[src/pvp_pkg.sv]
// Shared types and constants of the perspective vertex projector.
// Used by the divider pipeline, the top level and the port checker.
package pvp_pkg;

	// Configuration register indexes.
	typedef enum logic [2:0] {
		REG_CAM_X     = 3'd0,
		REG_CAM_Y     = 3'd1,
		REG_CAM_Z     = 3'd2,
		REG_COS_YAW   = 3'd3,
		REG_SIN_YAW   = 3'd4,
		REG_COS_PITCH = 3'd5,
		REG_SIN_PITCH = 3'd6,
		REG_FOCAL     = 3'd7
	} pvp_reg_t;

	localparam int CFG_W     = 16;
	localparam int FOCAL_W   = 10;
	localparam int COORD_W   = 12;
	localparam int DIFF_W    = 17;  // vertex minus camera, Q9.8
	localparam int X1_W      = 20;  // after the yaw rotation
	localparam int Y2_W      = 23;  // after the pitch rotation
	localparam int NUM_W     = 36;  // signed dividend
	localparam int QB        = 13;  // quotient bits kept; larger always saturates
	localparam int DEN_W     = 22;  // positive depth when in front
	localparam int MAG_W     = DEN_W + QB;
	localparam int NEAR_Q8   = 25;
	localparam int BEHIND    = -1000;
	localparam int DIV_NS    = QB + 2;
	localparam int LATENCY   = 4 + DIV_NS + 1;

	typedef struct packed {
		logic             neg;
		logic             ovf;
		logic [MAG_W-1:0] rem;
		logic [QB-1:0]    q;
	} pvp_lane_t;

endpackage

[src/pvp_div.sv]
// Pipelined two-lane restoring divider with a shared positive divisor.
// Depends on pvp_pkg; after sign removal and the overflow check, one quotient bit is resolved per stage.
module pvp_div import pvp_pkg::*; (
	input  logic                    clk,
	input  logic                    arst_n,
	input  logic                    in_valid,
	input  logic                    in_tag,
	input  logic signed [NUM_W-1:0] num_x,
	input  logic signed [NUM_W-1:0] num_y,
	input  logic        [DEN_W-1:0] den,
	output logic                    out_valid,
	output logic                    out_tag,
	output pvp_lane_t               out_x,
	output pvp_lane_t               out_y
);

	logic             v_s   [DIV_NS];
	logic             tag_s [DIV_NS];
	logic [DEN_W-1:0] den_s [DIV_NS];
	pvp_lane_t        x_s   [DIV_NS];
	pvp_lane_t        y_s   [DIV_NS];

	function automatic pvp_lane_t take_abs(input logic signed [NUM_W-1:0] n);
		pvp_lane_t r;
		logic [NUM_W-1:0] m;
		m = n[NUM_W-1] ? NUM_W'(-n) : NUM_W'(n);
		r.neg = n[NUM_W-1];
		r.ovf = 1'b0;
		r.rem = m[MAG_W-1:0];
		r.q   = '0;
		return r;
	endfunction

	function automatic pvp_lane_t check_ovf(input pvp_lane_t a, input logic [DEN_W-1:0] d);
		pvp_lane_t r;
		r = a;
		r.ovf = (a.rem >= {d, {QB{1'b0}}});
		return r;
	endfunction

	function automatic pvp_lane_t div_step(input pvp_lane_t a, input logic [DEN_W-1:0] d,
			input int b);
		pvp_lane_t r;
		logic [MAG_W-1:0] sh;
		r = a;
		sh = MAG_W'(d) << b;
		if (a.rem >= sh) begin
			r.rem = a.rem - sh;
			r.q[b] = 1'b1;
		end
		return r;
	endfunction

	always_ff @(posedge clk or negedge arst_n) begin
		if (!arst_n) begin
			for (int j = 0; j < DIV_NS; j++)
				v_s[j] <= 1'b0;
		end else begin
			v_s[0] <= in_valid;
			for (int j = 1; j < DIV_NS; j++)
				v_s[j] <= v_s[j-1];
		end
	end

	always_ff @(posedge clk) begin
		tag_s[0] <= in_tag;
		den_s[0] <= den;
		x_s[0]   <= take_abs(num_x);
		y_s[0]   <= take_abs(num_y);
		x_s[1]   <= check_ovf(x_s[0], den_s[0]);
		y_s[1]   <= check_ovf(y_s[0], den_s[0]);
		for (int j = 1; j < DIV_NS; j++) begin
			tag_s[j] <= tag_s[j-1];
			den_s[j] <= den_s[j-1];
		end
		for (int j = 2; j < DIV_NS; j++) begin
			x_s[j] <= div_step(x_s[j-1], den_s[j-1], QB + 1 - j);
			y_s[j] <= div_step(y_s[j-1], den_s[j-1], QB + 1 - j);
		end
	end

	assign out_valid = v_s[DIV_NS-1];
	assign out_tag   = tag_s[DIV_NS-1];
	assign out_x     = x_s[DIV_NS-1];
	assign out_y     = y_s[DIV_NS-1];

endmodule

[config.mk]
export PLATFORM = sky130hd
export DESIGN_NAME = pvp_div
export DESIGN_NICKNAME = d
export VERILOG_FILES = /design/src/pvp_pkg.sv /design/src/pvp_div.sv
export SDC_FILE = /design/constraint.sdc
export NUM_CORES = 2
export LEC_CHECK = 0
export ABC_AREA = 1
export BUFFER_PORTS_ARGS = -buffer_cell sky130_fd_sc_hd__buf_4
export CAP_MARGIN = 40
export CORE_MARGIN = 4
export CORE_UTILIZATION = 31
export CTS_BUF_LIST = sky130_fd_sc_hd__clkbuf_16
export CTS_CLUSTER_SIZE = 16
export DETAILED_ROUTE_END_ITERATION = 7
export PLACE_DENSITY = 0.49
export SLEW_MARGIN = 20
export SYNTH_ARGS = -nofsm -noshare
export SYNTH_HDL_FRONTEND = slang
export SYNTH_SLANG_ARGS = --single-unit
[constraint.sdc]
create_clock -name clk -period 4.95 [get_ports clk]
set_input_delay 0.2475 -clock clk [delete_from_list [all_inputs] [get_ports clk]]
set_output_delay 0.2475 -clock clk [all_outputs]
set_load 0.01 [all_outputs]
==> flow_metrics.py <==
metrics = {
    "finish": {
        "n_fill_cell": 31610,
        "final_cells": 17870,
        "multi_input_area_um2": 49380,
        "final_layout_size_suffix_gt1_frac": 0.04689,
        "synthToLayoutAreaGrowth_pct": 15.04,
        "seqCellArea_um2": 32670,
        "nets": 14560,
    },
    "placement": {
        "gp_congestion": 0.9533,
        "placed_cells": 17330,
        "port_buffers": 199,
        "hpwl_um": 290900,
    },
    "worst_setup_path": {
        "required_ps": 5700,
        "cp.depth": 13,
        "critPathKind": "flip-flop to flip-flop",
        "critical-path-top-delay-family": "simple AND/OR/NAND/NOR gates",
        "reg2reg_depth": 13,
        "slowest_stage": "inv_1",
        "crit_path_cell_trace": "inv_1 -> fa_1 -> nand3b_1 -> nand2_1 -> nand2_1 -> nand2_1 -> nand2_1 -> nand2_1 -> nand3_1 -> nand3_1 -> inv_1 -> nand2_1 -> nand2_1",
        "slowest_delay_ps": 500,
        "timing.critical_path.from_type": "flip-flop",
        "critical_path.max_fanout": 21,
        "worst-path-buf-inv": 2,
        "critPathArrivalTime_ps": 4030,
        "end_kind": "flip-flop",
        "critical_path.most_common_cell": "nand2_1",
    },
    "floorplanning": {
        "dieArea_um2": 301200,
        "fp.coreArea_um2": 291100,
        "die_w_um": 548.8,
        "die_h_um": 548.8,
        "ios": 200,
        "row_count": 198,
        "initial_core_util": 0.3115,
    },
    "power": {
        "p_total_mw": 70.74,
        "worst_ir_drop_vdd_mv": 0.3405,
        "leakage_nw": 51.96,
        "powerDensity_nw_per_um2": 678.2,
        "p_comb_frac": 0.492,
        "p_seq_frac": 0.299,
        "clockPowerShare": 0.209,
        "p_int_mw": 37.88,
        "swShare": 0.4646,
        "p_sw_mw": 32.86,
    },
    "synthesis": {
        "async_reset_ff_frac": 0.009214,
        "yosys.area.top_type": "dfxtp_1",
        "synth-seq-cells": 1628,
        "syn_nets": 14150,
        "seq_area_frac_synth": 0.3603,
        "synth_top_area_share": 0.3561,
        "synthFlopType": "dfxtp_1",
        "synth_area_leaders": "dfxtp_1 36%, nand2_1 18%, ha_1 8.5%",
        "syn_area_um2": 90670,
        "netlist_instances": 13400,
        "synth.avg_cell_area_um2": 6.765,
        "ys_warn_count": 0,
        "synth_edf_count": 0,
        "yosysUniqueCellTypes": 53,
    },
    "routing": {
        "avgViaCountPerCell": 4.745,
        "route.detailed.drc": 0,
        "routed-via-count": 84820,
        "first_pass_iters": 8,
        "ant_nets": 0,
        "dr.first_iter.drc_count": 5208,
        "post_drt_wl_per_cell_um": 19.30,
        "wl_um": 345000,
    },
    "sta": {
        "skew_ps": 85.88,
        "hold_ws_ps": 172.4,
        "rsz0062_at_grt": "false",
        "period_minus_slack_ps": 3271,
        "finalCritPeriodShare": 0.6608,
        "maxSlewHeadroom": 0.3933,
        "drv_slew": 0,
        "hold_viol": 0,
        "setup_viol": 0,
        "max_freq_ghz": 0.3057,
        "tightest_slew_ps": 901.7,
        "fin_tns_setup_ps": 0,
    },
    "cts": {
        "clk_latency_ps": 910,
        "cts_root_buf": "clkbuf_16",
        "cts_max_level": 4,
        "cts_buffers": 194,
        "post_cts_buffers": 0,
        "cts_tree": "yes",
        "cts.sinks": 1628,
        "cts.path.max_buffers": 4,
        "cts.clk_slew.worst_paths_ps": 60,
    },
    "grt": {
        "antenna_found_initial": 6,
        "grt_use_total": 0.2217,
        "grt_max_degree": 41,
        "grt_pass1_vias": 85180,
        "grt_pass1_wl_um": 512600,
        "overflow": 0,
    },
    "run_status": {
        "status": "finished, final reports clean",
    },
    "hold_path": {
        "hold_path.class": "input pin to flip-flop",
        "hold_path_depth": 4,
    },
    "run": {
        "cap_violations": 0,
    },
}
-- synth_stat cells, types with 171 or more instances --
master	n
a21oi_1	763
dfxtp_1	1613
ha_1	618
inv_1	1917
nand2_1	4424
nand3_1	693
nand4_1	377
nor2_1	1135
nor3_1	189
o21ai_0	576
xnor2_1	171
xor2_1	262
-- cells in the final DEF (no fill, tap or decap), types with 15 or more instances in the layout --
cell type / instances
a21o_1: 25
a21oi_1: 762
a21oi_2: 15
and2_1: 20
buf_4: 220
bufinv_16: 27
clkbuf_16: 195
clkinv_1: 22
clkinv_2: 26
clkinvlp_4: 21
dfrtp_1: 15
dfxtp_1: 1613
dlygate4sd3_1: 186
fa_1: 26
ha_1: 618
inv_1: 1936
nand2_1: 4424
nand2_2: 16
nand3_1: 693
nand3b_1: 72
nand4_1: 377
nor2_1: 1134
nor2_2: 19
nor3_1: 189
nor4_1: 55
o21ai_0: 576
o21ai_1: 49
o21bai_1: 29
or2_2: 15
xnor2_1: 171
xor2_1: 262
-- tightest hold or removal path, delay by kind of cell --
family	cells	cell delay (ps)
buffers and inverters	3	680
AO/OA/AOI/OAI	1	130
-- path summary, 6_finish.rpt --
| kind | from | to | slack (ps) |
|---|---|---|---|
| max | x_s[0][223] | x_s[0][290] | 1680 |
| min | num_x[1] | x_s[0][14] | 170 |
| max reg2reg | x_s[0][223] | x_s[0][290] | 1680 |
| min reg2reg | y_s[5][61] | y_s[6][11] | 250 |
| max in group asynchronous | arst_n | v_s[11] | 4090 |
| min in group asynchronous | arst_n | out_valid | 450 |
-- area by class of cell --
| type | count | share of cell area |
|---|---|---|
| antenna | 4 | 0.00009596 |
| clock buffer | 195 | 0.04678 |
| clock inverter | 153 | 0.01606 |
| inverter | 1931 | 0.06948 |
| multi-input combinational | 9653 | 0.4734 |
| sequential | 1628 | 0.3132 |
| tap | 3900 | 0.04678 |
| timing repair buffer | 410 | 0.03424 |
-- flip-flops by register name (all words and copies together), names as in the netlist --
name,flops
den_s,308
tag_s,15
x_s,645
y_s,645
out_valid,1
v_s,14
-- through the flow --
stage | instance area (um2) | setup slack [ps] | utilization
2_1_floorplan | 90670 | 2799 | -
6_report | 104300 | 1679 | 0.3584
3_5_place_dp | 95870 | 1709 | 0.3293
5_1_grt | 104300 | 1403 | 0.3583
4_1_cts | 104300 | 1651 | 0.3583
3_3_place_gp | 95830 | 1533 | 0.3292
-- metal layers --
layer / vias up / wire [um] / GRT usage
met1: 38540 / 137700 / 0.2479
met4: 4 / 21160 / 0.1179
met5: - / 27 / 0
met3: 719 / 12700 / 0.02231
li1: 43560 / - / -
met2: 1996 / 173400 / 0.4118
-- power by group through the flow --
| stage | sequential [mW] | combinational, mW | clock (mW) |
|---|---|---|---|
| after CTS | 21.2 | 34.7 | 15.2 |
| after global placement | 21.6 | 34.6 | 0 |
| after floorplan | 19.3 | 25.1 | 0 |
| after global routing | 21.5 | 39.3 | 15.7 |
| final | 21.2 | 34.8 | 14.8 |
| after detailed placement | 21.5 | 34.4 | 0 |
-- what timing repair did --
action / in CTS / in global routing
resized for setup: 0 / 0
hold endpoints to repair: 111 / 0
hold buffers: 186 / 0
-- cells by family after synthesis --
family,Yosys count,synth area share
DFF,1628,0.3603
buffers and inverters,2123,0.09524
adders and majority gates,644,0.09102
AOI/OAI and AO/OA,1508,0.08695
and+or+nand+nor,7068,0.3247
xor gates and xnor gates,433,0.04182
(Power assumes the default switching activity.)
